--- src/rtl/fdadj_pkg.sv ---
package fdadj_pkg;

  localparam int SAMPLE_WIDTH = 32;
  localparam int MAX_AXIS_LEN = 4096;

  localparam int LEN_W = 13;
  localparam int CNT_W = 4;
  localparam int SCALE_W = 32;
  localparam int ORDER_W = 2;
  localparam int CFG_INDEX_W = 3;
  localparam int CFG_DATA_W = 32;
  localparam int MAX_AXES = 8;
  localparam int AXIS_W = 3;

  localparam int POS_W = $clog2(MAX_AXIS_LEN + 1);
  localparam int NW = (POS_W > LEN_W) ? POS_W : LEN_W;

  localparam int SUM_W = SAMPLE_WIDTH + 3;
  localparam int MAG_W = (SUM_W > 33) ? SUM_W : 33;
  localparam int HI_W = MAG_W - 32;
  localparam int Q_W = HI_W + 49;

  localparam int REC_DEPTH = 4;
  localparam int REC_PTR_W = $clog2(REC_DEPTH);
  localparam int REC_CNT_W = $clog2(REC_DEPTH + 1);

  localparam int OUT_DEPTH = 8;
  localparam int OUT_PTR_W = $clog2(OUT_DEPTH);
  localparam int OUT_CNT_W = $clog2(OUT_DEPTH + 1);

  localparam logic [CFG_INDEX_W-1:0] REG_DIFF_ORDER   = 3'd0;
  localparam logic [CFG_INDEX_W-1:0] REG_ADJOINT_MODE = 3'd1;
  localparam logic [CFG_INDEX_W-1:0] REG_AXIS_LENGTH  = 3'd2;
  localparam logic [CFG_INDEX_W-1:0] REG_AXIS_COUNT   = 3'd3;
  localparam logic [CFG_INDEX_W-1:0] REG_STEP_SCALE   = 3'd4;

  localparam logic [ORDER_W-1:0] ORDER_SECOND = 2'd2;

  typedef struct packed {
    logic [1:0]              nops;
    logic signed [SUM_W-1:0] s0;
    logic signed [SUM_W-1:0] s1;
    logic signed [SUM_W-1:0] s2;
    logic                    eoa;
    logic                    eov;
  } rec_t;

  typedef struct packed {
    logic [SAMPLE_WIDTH-1:0] value;
    logic                    last;
    logic                    eoa;
    logic                    eov;
  } out_t;

endpackage

--- src/rtl/fdadj_front.sv ---
module fdadj_front import fdadj_pkg::*; (
  input  logic                           clk,
  input  logic                           rst,
  input  logic                           cfg_we,
  input  logic [CFG_INDEX_W-1:0]         cfg_index,
  input  logic [CFG_DATA_W-1:0]          cfg_data,
  input  logic                           push,
  input  logic signed [SAMPLE_WIDTH-1:0] sample,
  input  logic                           q_full,
  output logic                           rec_push,
  output rec_t                           rec,
  output logic [SCALE_W-1:0]             step_scale
);

  logic [ORDER_W-1:0]             diff_order;
  logic                           adjoint_mode;
  logic [LEN_W-1:0]               axis_length;
  logic [CNT_W-1:0]               axis_count;
  logic signed [SAMPLE_WIDTH-1:0] previous_sample;
  logic signed [SAMPLE_WIDTH-1:0] older_sample;
  logic [POS_W-1:0]               position_in_axis;
  logic [AXIS_W-1:0]              axis_index;

  logic                    accept;
  logic                    cfg_known;
  logic                    k2;
  logic [NW-1:0]           n_raw;
  logic [NW-1:0]           n;
  logic [NW-1:0]           last_pos;
  logic                    at_end;
  logic [CNT_W-1:0]        a;
  logic                    last_axis;
  logic signed [SUM_W-1:0] xe;
  logic signed [SUM_W-1:0] p1e;
  logic signed [SUM_W-1:0] p2e;
  logic signed [SUM_W-1:0] d1;
  logic signed [SUM_W-1:0] d2;
  logic signed [SUM_W-1:0] rd1;
  logic signed [SUM_W-1:0] rd2;
  logic                    emit;

  assign accept = push && !q_full;
  assign cfg_known = (cfg_index == REG_DIFF_ORDER) || (cfg_index == REG_ADJOINT_MODE) ||
                     (cfg_index == REG_AXIS_LENGTH) || (cfg_index == REG_AXIS_COUNT) ||
                     (cfg_index == REG_STEP_SCALE);

  always_comb begin
    k2 = (diff_order == ORDER_SECOND);
    n_raw = NW'(axis_length);
    if (n_raw < NW'(3)) begin
      n = NW'(3);
    end else if (n_raw > NW'(MAX_AXIS_LEN)) begin
      n = NW'(MAX_AXIS_LEN);
    end else begin
      n = n_raw;
    end
    if (adjoint_mode) begin
      last_pos = n - (k2 ? NW'(3) : NW'(2));
    end else begin
      last_pos = n - NW'(1);
    end
    at_end = NW'(position_in_axis) >= last_pos;

    if (axis_count == '0) begin
      a = CNT_W'(1);
    end else if (axis_count > CNT_W'(MAX_AXES)) begin
      a = CNT_W'(MAX_AXES);
    end else begin
      a = axis_count;
    end
    last_axis = (CNT_W'(axis_index) + CNT_W'(1)) >= a;

    xe  = SUM_W'(sample);
    p1e = SUM_W'(previous_sample);
    p2e = SUM_W'(older_sample);
    d1  = xe - p1e;
    d2  = xe - (p1e <<< 1) + p2e;
    rd1 = p1e - xe;
    rd2 = p1e - (xe <<< 1);

    rec.eoa = at_end;
    rec.eov = at_end && last_axis;
    rec.s2  = xe;
    if (adjoint_mode) begin
      emit     = 1'b1;
      rec.s0   = k2 ? d2 : rd1;
      rec.s1   = k2 ? rd2 : xe;
      rec.nops = at_end ? (k2 ? 2'd3 : 2'd2) : 2'd1;
    end else begin
      emit     = NW'(position_in_axis) >= (k2 ? NW'(2) : NW'(1));
      rec.s0   = k2 ? d2 : d1;
      rec.s1   = xe;
      rec.nops = 2'd1;
    end
    rec_push = accept && emit && !cfg_we;
  end

  always_ff @(posedge clk) begin
    if (rst) begin
      diff_order       <= ORDER_W'(1);
      adjoint_mode     <= 1'b0;
      axis_length      <= LEN_W'(256);
      axis_count       <= CNT_W'(3);
      step_scale       <= SCALE_W'(65536);
      previous_sample  <= '0;
      older_sample     <= '0;
      position_in_axis <= '0;
      axis_index       <= '0;
    end else if (cfg_we) begin
      case (cfg_index)
        REG_DIFF_ORDER:   diff_order   <= cfg_data[ORDER_W-1:0];
        REG_ADJOINT_MODE: adjoint_mode <= cfg_data[0];
        REG_AXIS_LENGTH:  axis_length  <= cfg_data[LEN_W-1:0];
        REG_AXIS_COUNT:   axis_count   <= cfg_data[CNT_W-1:0];
        REG_STEP_SCALE:   step_scale   <= cfg_data[SCALE_W-1:0];
        default: ;
      endcase
      if (cfg_known) begin
        previous_sample  <= '0;
        older_sample     <= '0;
        position_in_axis <= '0;
        axis_index       <= '0;
      end
    end else if (accept) begin
      if (at_end) begin
        previous_sample  <= '0;
        older_sample     <= '0;
        position_in_axis <= '0;
        axis_index       <= last_axis ? '0 : axis_index + AXIS_W'(1);
      end else begin
        older_sample     <= previous_sample;
        previous_sample  <= sample;
        position_in_axis <= position_in_axis + POS_W'(1);
      end
    end
  end

endmodule

--- src/rtl/fdadj_rec_queue.sv ---
module fdadj_rec_queue import fdadj_pkg::*; (
  input  logic clk,
  input  logic rst,
  input  logic wr,
  input  rec_t wr_data,
  output logic full,
  output logic rd_valid,
  output rec_t rd_data,
  input  logic rd
);

  rec_t                 mem [REC_DEPTH];
  logic [REC_PTR_W-1:0] wr_ptr;
  logic [REC_PTR_W-1:0] rd_ptr;
  logic [REC_CNT_W-1:0] count;
  logic                 do_wr;
  logic                 do_rd;

  assign full     = (count == REC_CNT_W'(REC_DEPTH));
  assign rd_valid = (count != '0);
  assign rd_data  = mem[rd_ptr];
  assign do_wr    = wr && !full;
  assign do_rd    = rd && rd_valid;

  always_ff @(posedge clk) begin
    if (do_wr) begin
      mem[wr_ptr] <= wr_data;
    end
  end

  always_ff @(posedge clk) begin
    if (rst) begin
      wr_ptr <= '0;
      rd_ptr <= '0;
      count  <= '0;
    end else begin
      if (do_wr) begin
        wr_ptr <= wr_ptr + REC_PTR_W'(1);
      end
      if (do_rd) begin
        rd_ptr <= rd_ptr + REC_PTR_W'(1);
      end
      count <= count + REC_CNT_W'(do_wr) - REC_CNT_W'(do_rd);
    end
  end

endmodule

--- src/rtl/fdadj_back.sv ---
module fdadj_back import fdadj_pkg::*; (
  input  logic                    clk,
  input  logic                    rst,
  input  logic                    rec_valid,
  input  rec_t                    rec,
  output logic                    rec_pop,
  input  logic [SCALE_W-1:0]      step_scale,
  input  logic                    pop,
  output logic                    empty,
  output logic [SAMPLE_WIDTH-1:0] value,
  output logic                    last_of_run,
  output logic                    end_of_axis,
  output logic                    end_of_vector
);

  logic [1:0]           idx;
  logic [OUT_CNT_W-1:0] reserved;
  logic                 issue;
  logic                 final_op;
  logic signed [SUM_W-1:0] sum_sel;
  logic [SUM_W-1:0]     mag_sel;

  // stage 1: sign and magnitude
  logic                 v1;
  logic                 neg1;
  logic [MAG_W-1:0]     mag1;
  logic                 last1;
  logic                 eoa1;
  logic                 eov1;

  // stage 2: partial products
  logic                 v2;
  logic                 neg2;
  logic [63:0]          plo2;
  logic [HI_W+31:0]     phi2;
  logic                 last2;
  logic                 eoa2;
  logic                 eov2;

  // stage 3: round and saturate
  logic [48:0]          rnd;
  logic [Q_W-1:0]       q;
  logic [Q_W-1:0]       limit;
  logic [Q_W-1:0]       qsat;
  logic [SAMPLE_WIDTH-1:0] qs;
  out_t                 res;

  out_t                 mem [OUT_DEPTH];
  logic [OUT_PTR_W-1:0] wr_ptr;
  logic [OUT_PTR_W-1:0] rd_ptr;
  logic [OUT_CNT_W-1:0] count;
  logic                 pop_ok;

  assign issue    = rec_valid && (reserved < OUT_CNT_W'(OUT_DEPTH));
  assign final_op = (idx == rec.nops - 2'd1);
  assign rec_pop  = issue && final_op;
  assign pop_ok   = pop && !empty;
  assign empty    = (count == '0);

  always_comb begin
    case (idx)
      2'd0:    sum_sel = rec.s0;
      2'd1:    sum_sel = rec.s1;
      default: sum_sel = rec.s2;
    endcase
    mag_sel = sum_sel[SUM_W-1] ? (SUM_W'(0) - sum_sel) : sum_sel;
  end

  always_ff @(posedge clk) begin
    if (rst) begin
      idx      <= '0;
      reserved <= '0;
      v1       <= 1'b0;
      v2       <= 1'b0;
    end else begin
      if (issue) begin
        idx <= final_op ? 2'd0 : idx + 2'd1;
      end
      reserved <= reserved + OUT_CNT_W'(issue) - OUT_CNT_W'(pop_ok);
      v1 <= issue;
      v2 <= v1;
    end
  end

  always_ff @(posedge clk) begin
    neg1  <= sum_sel[SUM_W-1];
    mag1  <= MAG_W'(mag_sel);
    last1 <= final_op;
    eoa1  <= final_op && rec.eoa;
    eov1  <= final_op && rec.eov;

    neg2  <= neg1;
    plo2  <= 64'(mag1[31:0]) * 64'(step_scale);
    phi2  <= (HI_W+32)'(mag1[MAG_W-1:32]) * (HI_W+32)'(step_scale);
    last2 <= last1;
    eoa2  <= eoa1;
    eov2  <= eov1;
  end

  always_comb begin
    rnd   = 49'(({1'b0, plo2} + 65'h8000) >> 16);
    q     = (Q_W'(phi2) << 16) + Q_W'(rnd);
    limit = Q_W'(1) << (SAMPLE_WIDTH - 1);
    if (neg2) begin
      qsat = (q > limit) ? limit : q;
    end else begin
      qsat = (q > limit - Q_W'(1)) ? limit - Q_W'(1) : q;
    end
    qs        = qsat[SAMPLE_WIDTH-1:0];
    res.value = neg2 ? (SAMPLE_WIDTH'(0) - qs) : qs;
    res.last  = last2;
    res.eoa   = eoa2;
    res.eov   = eov2;
  end

  always_ff @(posedge clk) begin
    if (v2) begin
      mem[wr_ptr] <= res;
    end
  end

  always_ff @(posedge clk) begin
    if (rst) begin
      wr_ptr <= '0;
      rd_ptr <= '0;
      count  <= '0;
    end else begin
      if (v2) begin
        wr_ptr <= wr_ptr + OUT_PTR_W'(1);
      end
      if (pop_ok) begin
        rd_ptr <= rd_ptr + OUT_PTR_W'(1);
      end
      count <= count + OUT_CNT_W'(v2) - OUT_CNT_W'(pop_ok);
    end
  end

  assign value         = mem[rd_ptr].value;
  assign last_of_run   = mem[rd_ptr].last;
  assign end_of_axis   = mem[rd_ptr].eoa;
  assign end_of_vector = mem[rd_ptr].eov;

`ifndef SYNTHESIS
  a_reserved_bound: assert property (@(posedge clk) disable iff (rst)
    reserved <= OUT_CNT_W'(OUT_DEPTH))
    else $error("result credit count above queue depth");

  a_count_in_credit: assert property (@(posedge clk) disable iff (rst)
    count <= reserved)
    else $error("result queue holds more beats than were issued");

  a_no_overflow: assert property (@(posedge clk) disable iff (rst)
    v2 |-> (count < OUT_CNT_W'(OUT_DEPTH)) || pop_ok)
    else $error("scale pipeline wrote into a full result queue");

  a_pipe_follows_issue: assert property (@(posedge clk) disable iff (rst)
    issue |=> v1)
    else $error("issued op missing from scale pipeline");
`endif

endmodule

--- src/rtl/finite_difference_and_adjoint.sv ---
// Streaming finite-difference operator and its transpose over a vector of up to
// eight concatenated axes. The front end (history, position and axis counters)
// turns each accepted sample into at most one record of one to three stencil
// sums (none for the first samples of a forward axis), which waits in a
// four-entry queue; the back end turns each sum into one result beat through a
// single Q16.16 scale multiplier (sign and magnitude, partial products, round
// and saturate stages) and an eight-entry result queue. A sample is taken
// every cycle while the record queue has room and no configuration write is
// made; the multiplier issues one result per cycle while the result queue has
// room, so the last row of an axis in adjoint mode occupies it for two (first
// difference) or three (second difference) results. Any write to a defined
// configuration register restarts the vector at its first axis.
module finite_difference_and_adjoint import fdadj_pkg::*; (
  input  logic                           clk,
  input  logic                           rst,
  input  logic                           cfg_we,
  input  logic [CFG_INDEX_W-1:0]         cfg_index,
  input  logic [CFG_DATA_W-1:0]          cfg_data,
  input  logic                           push,
  output logic                           full,
  input  logic signed [SAMPLE_WIDTH-1:0] sample,
  output logic                           empty,
  input  logic                           pop,
  output logic signed [SAMPLE_WIDTH-1:0] value,
  output logic                           last_of_run,
  output logic                           end_of_axis,
  output logic                           end_of_vector
);

  logic               rec_push;
  rec_t               rec_in;
  logic               rec_full;
  logic               rec_valid;
  rec_t               rec_out;
  logic               rec_pop;
  logic [SCALE_W-1:0] step_scale;
  logic [SAMPLE_WIDTH-1:0] value_bits;

  assign full  = rec_full;
  assign value = signed'(value_bits);

  fdadj_front u_front (
    .clk        (clk),
    .rst        (rst),
    .cfg_we     (cfg_we),
    .cfg_index  (cfg_index),
    .cfg_data   (cfg_data),
    .push       (push),
    .sample     (sample),
    .q_full     (rec_full),
    .rec_push   (rec_push),
    .rec        (rec_in),
    .step_scale (step_scale)
  );

  fdadj_rec_queue u_rec_queue (
    .clk      (clk),
    .rst      (rst),
    .wr       (rec_push),
    .wr_data  (rec_in),
    .full     (rec_full),
    .rd_valid (rec_valid),
    .rd_data  (rec_out),
    .rd       (rec_pop)
  );

  fdadj_back u_back (
    .clk           (clk),
    .rst           (rst),
    .rec_valid     (rec_valid),
    .rec           (rec_out),
    .rec_pop       (rec_pop),
    .step_scale    (step_scale),
    .pop           (pop),
    .empty         (empty),
    .value         (value_bits),
    .last_of_run   (last_of_run),
    .end_of_axis   (end_of_axis),
    .end_of_vector (end_of_vector)
  );

endmodule
--- config.mk ---
export PLATFORM = sky130hd
export DESIGN_NAME = finite_difference_and_adjoint
export DESIGN_NICKNAME = d
export VERILOG_FILES = /design/src/rtl/fdadj_pkg.sv /design/src/rtl/fdadj_front.sv /design/src/rtl/fdadj_rec_queue.sv /design/src/rtl/fdadj_back.sv /design/src/rtl/finite_difference_and_adjoint.sv
export SDC_FILE = /design/constraint.sdc
export NUM_CORES = 2
export LEC_CHECK = 0
export BUFFER_PORTS_ARGS = -buffer_cell sky130_fd_sc_hd__buf_2
export CORE_MARGIN = 1
export CORE_UTILIZATION = 61
export CTS_CLUSTER_DIAMETER = 40
export CTS_CLUSTER_SIZE = 14
export DETAILED_ROUTE_END_ITERATION = 7
export GPL_TIMING_DRIVEN = 0
export HOLD_SLACK_MARGIN = 0.15
export PLACE_DENSITY_LB_ADDON = 0.15
export SYNTH_ARGS = -nofsm -noshare
export SYNTH_HDL_FRONTEND = slang
export SYNTH_HIERARCHICAL = 1
export SYNTH_SLANG_ARGS = --single-unit
export TNS_END_PERCENT = 10
--- constraint.sdc ---
create_clock -name clk -period 22.7 [get_ports clk]
set_input_delay 2.27 -clock clk [delete_from_list [all_inputs] [get_ports clk]]
set_output_delay 2.27 -clock clk [all_outputs]
set_load 0.005 [all_outputs]
-- Word-level counts from Yosys, hierarchy flattened
Memory sizes are Yosys's and may differ from the RTL's. A register that Yosys moved wholly into a read port is not among the register bits.
Cells that the tools add are included.
- $mul: 2
- equality and inequality tests: 9
- reduce and logical (&&, ||, !) cells: 32
- multiplexer cells: 45
- div/mod/pow operators: 0
- $lt $le $gt $ge: 9
- bitwise gates (word level): 0
- add/subtract/negate cells: 26
- shift-type cells: 0
- operators with widths (operator ; count):
    2-to-1 mux 32 bit ; 11
    2-to-1 mux 35 bit ; 3
    2-to-1 mux 13 bit ; 7
    2-to-1 mux 72 bit ; 1
    one-hot mux 35 bit (2 select lines) ; 1
    subtractor 32 x 33 -> 34 bit ; 2
    subtractor 32 x 32 -> 33 bit ; 2
    adder 64 x 16 -> 65 bit (second input constant) ; 1
    multiplier 32 x 32 -> 64 bit ; 1
    adder 51 x 49 -> 52 bit ; 1
    > comparator 52 x 31 -> 1 bit (second input constant) ; 1
    > comparator 52 x 32 -> 1 bit (second input constant) ; 1
    adder 34 x 32 -> 35 bit ; 1
    multiplier 3 x 32 -> 35 bit ; 1
    subtractor 1 x 35 -> 35 bit (first input constant) ; 1
    2-to-1 mux 34 bit ; 1
    subtractor 1 x 32 -> 32 bit (first input constant) ; 1
    >= comparator 13 bit ; 2
    2-to-1 mux 3 bit ; 7
    adder 13 x 1 -> 13 bit (second input constant) ; 1
    > comparator 13 bit (second input constant) ; 1
    less-than comparator 13 x 2 -> 1 bit (second input constant) ; 1
    subtractor 13 x 1 -> 13 bit (second input constant) ; 1
    subtractor 13 bit ; 1
    31 further kinds ; 72
- register bits after elaboration: 299
- memories: 2
- input bits: 72
- bits in latches: 0
- memory bits (writable): 716
- word-level logic and storage cells: 156
- output and inout port bits: 37
- ROM bits: 0
- memories (memory ; words ; bits a word ; rd ports ; clocked after Yosys merged registers in ; write ports ; RTL line ; RTL):
    u_rec_queue.mem ; 4 ; 109 ; 1 ; 1 ; 1 ; fdadj_rec_queue.sv:12 ; rec_t mem [REC_DEPTH];
    u_back.mem ; 8 ; 35 ; 1 ; 1 ; 1 ; fdadj_back.sv:48 ; out_t mem [OUT_DEPTH];

-- Depth between registers and ports, before layout
- depth in word-level cells: 9
- gate-level depth with buffers: 32
- depth with buffers taken out: 31

-- Modules after synthesis
The synthesis kept the hierarchy.
- by module, submodules not included (module ; area each (µm²) ; seq. area each (µm²) ; cells each ; times used):
    fdadj_back ; 54835.1 ; 11370.9 ; 5604 ; 1
    fdadj_rec_queue ; 16144.2 ; 13272.7 ; 618 ; 1
    fdadj_front ; 14375.0 ; 2642.5 ; 2008 ; 1

-- Worst setup path before layout
Ideal clock, no wire load.
- path kind: reg2reg
- start: register u_front.step_scale[10]
- end: register u_back.plo2[62]
- clock period less this slack: 7.869 ns
- cell stages (with the launch flop): 32
- data required time: 22.582 ns
- buffers on the path: 3
- setup slack: 14.831 ns
- arrival: 7.751 ns
- library setup time: 0.118 ns
- path through: dfxtp_1 -> clkbuf_1 -> clkbuf_1 -> nand2_1 -> fa_1 -> inv_1 -> fa_1 -> fa_1 -> inv_1 -> fa_1 -> inv_1 -> fa_1 -> fa_1 -> fa_1 -> inv_1 -> fa_1 -> inv_1 -> ha_1 -> clkbuf_1 -> nand3_1 -> o221ai_1 -> a221o_1 -> a21oi_1 -> o21ai_0 -> o21ai_1 -> a21oi_1 -> a211oi_1 -> o41ai_1 -> a221oi_1 -> o21bai_1 -> a21oi_1 -> xnor2_1
- longest elaborated chain between the ends: 1
- RTL lines (element ; RTL line ; RTL):
    start: declaration ; fdadj_front.sv:12 ; output logic [SCALE_W-1:0] step_scale
    start signal: assignment ; fdadj_front.sv:115 ; REG_STEP_SCALE: step_scale <= cfg_data[SCALE_W-1:0];
    multiplier 32 x 32 -> 64 bit ; fdadj_back.sv:93 ; plo2 <= 64'(mag1[31:0]) * 64'(step_scale);
    end signal: assignment ; fdadj_back.sv:93 ;
    end: declaration ; fdadj_back.sv:34 ; logic [63:0] plo2;
Every way passes these cells.
A chain may end at the register's enable or synchronous reset.

-- Worst setup path after layout
- start: register u_front.step_scale[10]
- end: register u_back.plo2[63]
Same word-level chain as after synthesis.

==> run metrics <==
status=finished with violations; failing checks=design-rule violations; initial antenna violation count=14; DR DRC count=1; Area contributors post-synth=edfxtp_1 (25%), fa_1 (23%), ha_1 (7.4%), dfxtp_1 (6.8%), inv_1 (5.7%); commonest non-fill, non-tap cells in the layout=inv_1 (1286), nand2_1 (1140), fa_1 (966); 1st-iter DRT viols=5768; total wire length=271000 µm; #FFs+latches synth=1005; vias per cell=6.03; Die W=376 µm; RSZ-0062 raised after global routing=false; GP Congestion=1.06; Final nets=10.0k; VDD IR-drop max=0.0746 mV; cell accounting for the most synthesized area=edfxtp_1; Setup TNS=0 ps; core area=0.138 mm²; hpwl dp=213000 µm; port bufs=108; post-route antenna net violation count=0; post-CTS setup buffers=0; most used flip-flop cell after synthesis=edfxtp_1; Hold Slack=325 ps; non-filler cells, final=10.5k; Synth Area per Inst=10.4 µm²; most common library cell in the layout ignoring fill and taps=inv_1; Max Fclk=89.0 MHz; Hold Path Class=flip-flop to flip-flop; Syn. warnings=6; part of the Yosys area used for sequential elements=0.320; hold path startpoint=u_back/last1; leakage=40.2 nW; CP Launch Type=flip-flop; H-tree Lvls=3; CP Capture Type=flip-flop; worst hold stages=0; pwr dens=86.6 mW/mm²; clk slew on worst S/H paths=60 ps; Hold Fails Final Rpt=0; final setup fails=0; clock latency on the worst-skew pair=790 ps; CP max stage delay=940 ps; 1st-pass router iterations=8; Post-Syn Area=0.0854 mm²; max_slew headroom=0.0673; r2r setup slk=11470 ps; Post-Synthesis Cells=8230; Post-synth EDFFs=716; clock sink count=1005; Tcrit/Tclk final=0.495; Critical Path RT=23310 ps; Reg2Reg Depth=28; Synth async-reset ratio=0; clk_skew=79.8 ps; Min Clock Period, post-route=11230 ps; CTS tree=built; vias in the first global route=64.6k; PostCTS Resize Cnt=0; Area Overhead vs Synth=8.72%; layout cells sized above 1=0.0815; Cell Rows=136; Max Root-Sink Buffers=3; Avg WL per Cell=25.9 µm; Hold Buf Count CTS=0; Syn Nets=9772; Yosys cell types=104; total grt overflow=0; worst reg2reg path endpoint=u_back/plo2[63]; critical path class=flip-flop to flip-flop; all-layer global routing usage=0.390; CP dominant cell by count=fa_1; initial cell density of the core=0.618; clk root buf=clkbuf_16; final max-slew violation count=0; first-pass GRT wire length=402000 µm; I/O pins=109; share of the synthesized area in the top cell type=0.252; slowest CP cell=clkbuf_1; via count=63.0k; max-cap violations=0; reg2reg start=u_front/step_scale[10]; Worst-Margin Slew=1400 ps; Num CTS Buffers=117; dpl cells=10.2k; largest net degree at the start of global routing=58; Arr. time, crit path=11840 ps; worst hold endpoint=u_back/last2; Die Ht=376 µm; CP Max Fanout=10; die area=0.141 mm²
==> worst max path at each step <==
stage / start / end / slack [ps] / cells after the start
2_1_floorplan: u_front/step_scale[10] / u_back/plo2[62] / 14830 / 31
3_3_place_gp: u_front/step_scale[10] / u_back/plo2[63] / 11890 / 28
3_5_place_dp: u_front/step_scale[10] / u_back/plo2[63] / 11870 / 28
4_1_cts: u_front/step_scale[10] / u_back/plo2[63] / 11750 / 28
5_1_grt: u_front/step_scale[10] / u_back/plo2[62] / 11220 / 30
6_report: u_front/step_scale[10] / u_back/plo2[63] / 11470 / 28
==> worst max-delay path, delay by kind of cell (launching register included) <==
| kind | cells | cell delay (ps) |
|---|---|---|
| fa+ha+maj | 9 | 4690 |
| compound gates | 11 | 3260 |
| buf+inv | 5 | 1930 |
| simple gates | 2 | 640 |
| flops | 1 | 340 |
| xor+xnor | 1 | 160 |
==> stage by stage <==
step | total power (W) | area [µm²] | utilization | setup slack [ps]
finish | 0.00803 | 92800 | 0.672 | 11470
global route | 0.00843 | 92800 | 0.671 | 11220
CTS | 0.00796 | 92800 | 0.671 | 11750
detailed placement | 0.00603 | 88700 | 0.642 | 11870
global placement | 0.00597 | 88200 | 0.639 | 11890
floorplan | 0.00467 | 85400 | - | 14830
==> synth_stat cells (25+ instances only) <==
cell type     n
and3_1       36
and2_1      527
o21a_1       38
fa_1        966
nor2b_1      36
xor2_1      116
edfxtp_1    716
a21o_1      123
ha_1        504
a22o_1       25
inv_1      1286
clkbuf_1    348
dfxtp_1     289
nand3_1      89
buf_4        40
xnor2_1     179
nor2_1      271
nand2_1    1140
nand4_1      61
nor3_1       63
o21bai_1     38
a21oi_1     424
a31oi_1      35
mux2_2       41
a22oi_1      40
nand2b_1     38
mux4_2      179
o21ai_0     181
==> logic make-up after synthesis <==
| logic type | Yosys count | synth area share |
|---|---|---|
| adders and majority gates | 1470 | 0.300 |
| buffers and inverters | 1725 | 0.0790 |
| xor gates and xnor gates | 295 | 0.0303 |
| AOI/OAI and AO/OA | 1115 | 0.0830 |
| and+or+nand+nor | 2380 | 0.133 |
| muxes | 240 | 0.0550 |
| DFF | 1005 | 0.320 |
==> state kept, by name, summed over array words and instances, names as in the netlist, 4 cells and up, named ones only <==
register	cells
u_front/axis_count	4
u_back/phi2	35
u_back/count	4
u_back/mag1	35
u_front/previous_sample	32
u_back/reserved	4
u_back/plo2	49
u_front/older_sample	32
u_front/step_scale	32
u_front/position_in_axis	13
u_front/axis_length	13
u_back/mem	280
u_rec_queue/mem	436
==> cell type report <==
cell class,count,area [µm²]
Multi-Input combinational cell,5500,51400
Fill cell,10900,45400
Sequential cell,1005,27300
Inverter,1288,4830
Clock buffer,139,3100
Tap cell,1863,2330
Buffer,437,1910
Clock inverter,82,992
Timing Repair Buffer,127,905
Antenna cell,15,37.5
==> where the power goes <==
group / internal [W] / total, W / switching (W)
clock network: 0.00109 / 0.00191 / 0.000823
registers: 0.00218 / 0.00236 / 0.000179
logic: 0.00127 / 0.00376 / 0.00250
total: 0.00453 / 0.00803 / 0.00350
==> per-layer routing <==
layer | vias to the layer above | global-route usage | wire length, µm
met5 | - | 0 | 102
met4 | 14 | 0.235 | 19200
met3 | 778 | 0.0785 | 23500
met2 | 3134 | 0.637 | 128000
met1 | 31600 | 0.479 | 100000
li1 | 27500 | - | -
(Power assumes the default switching activity.)
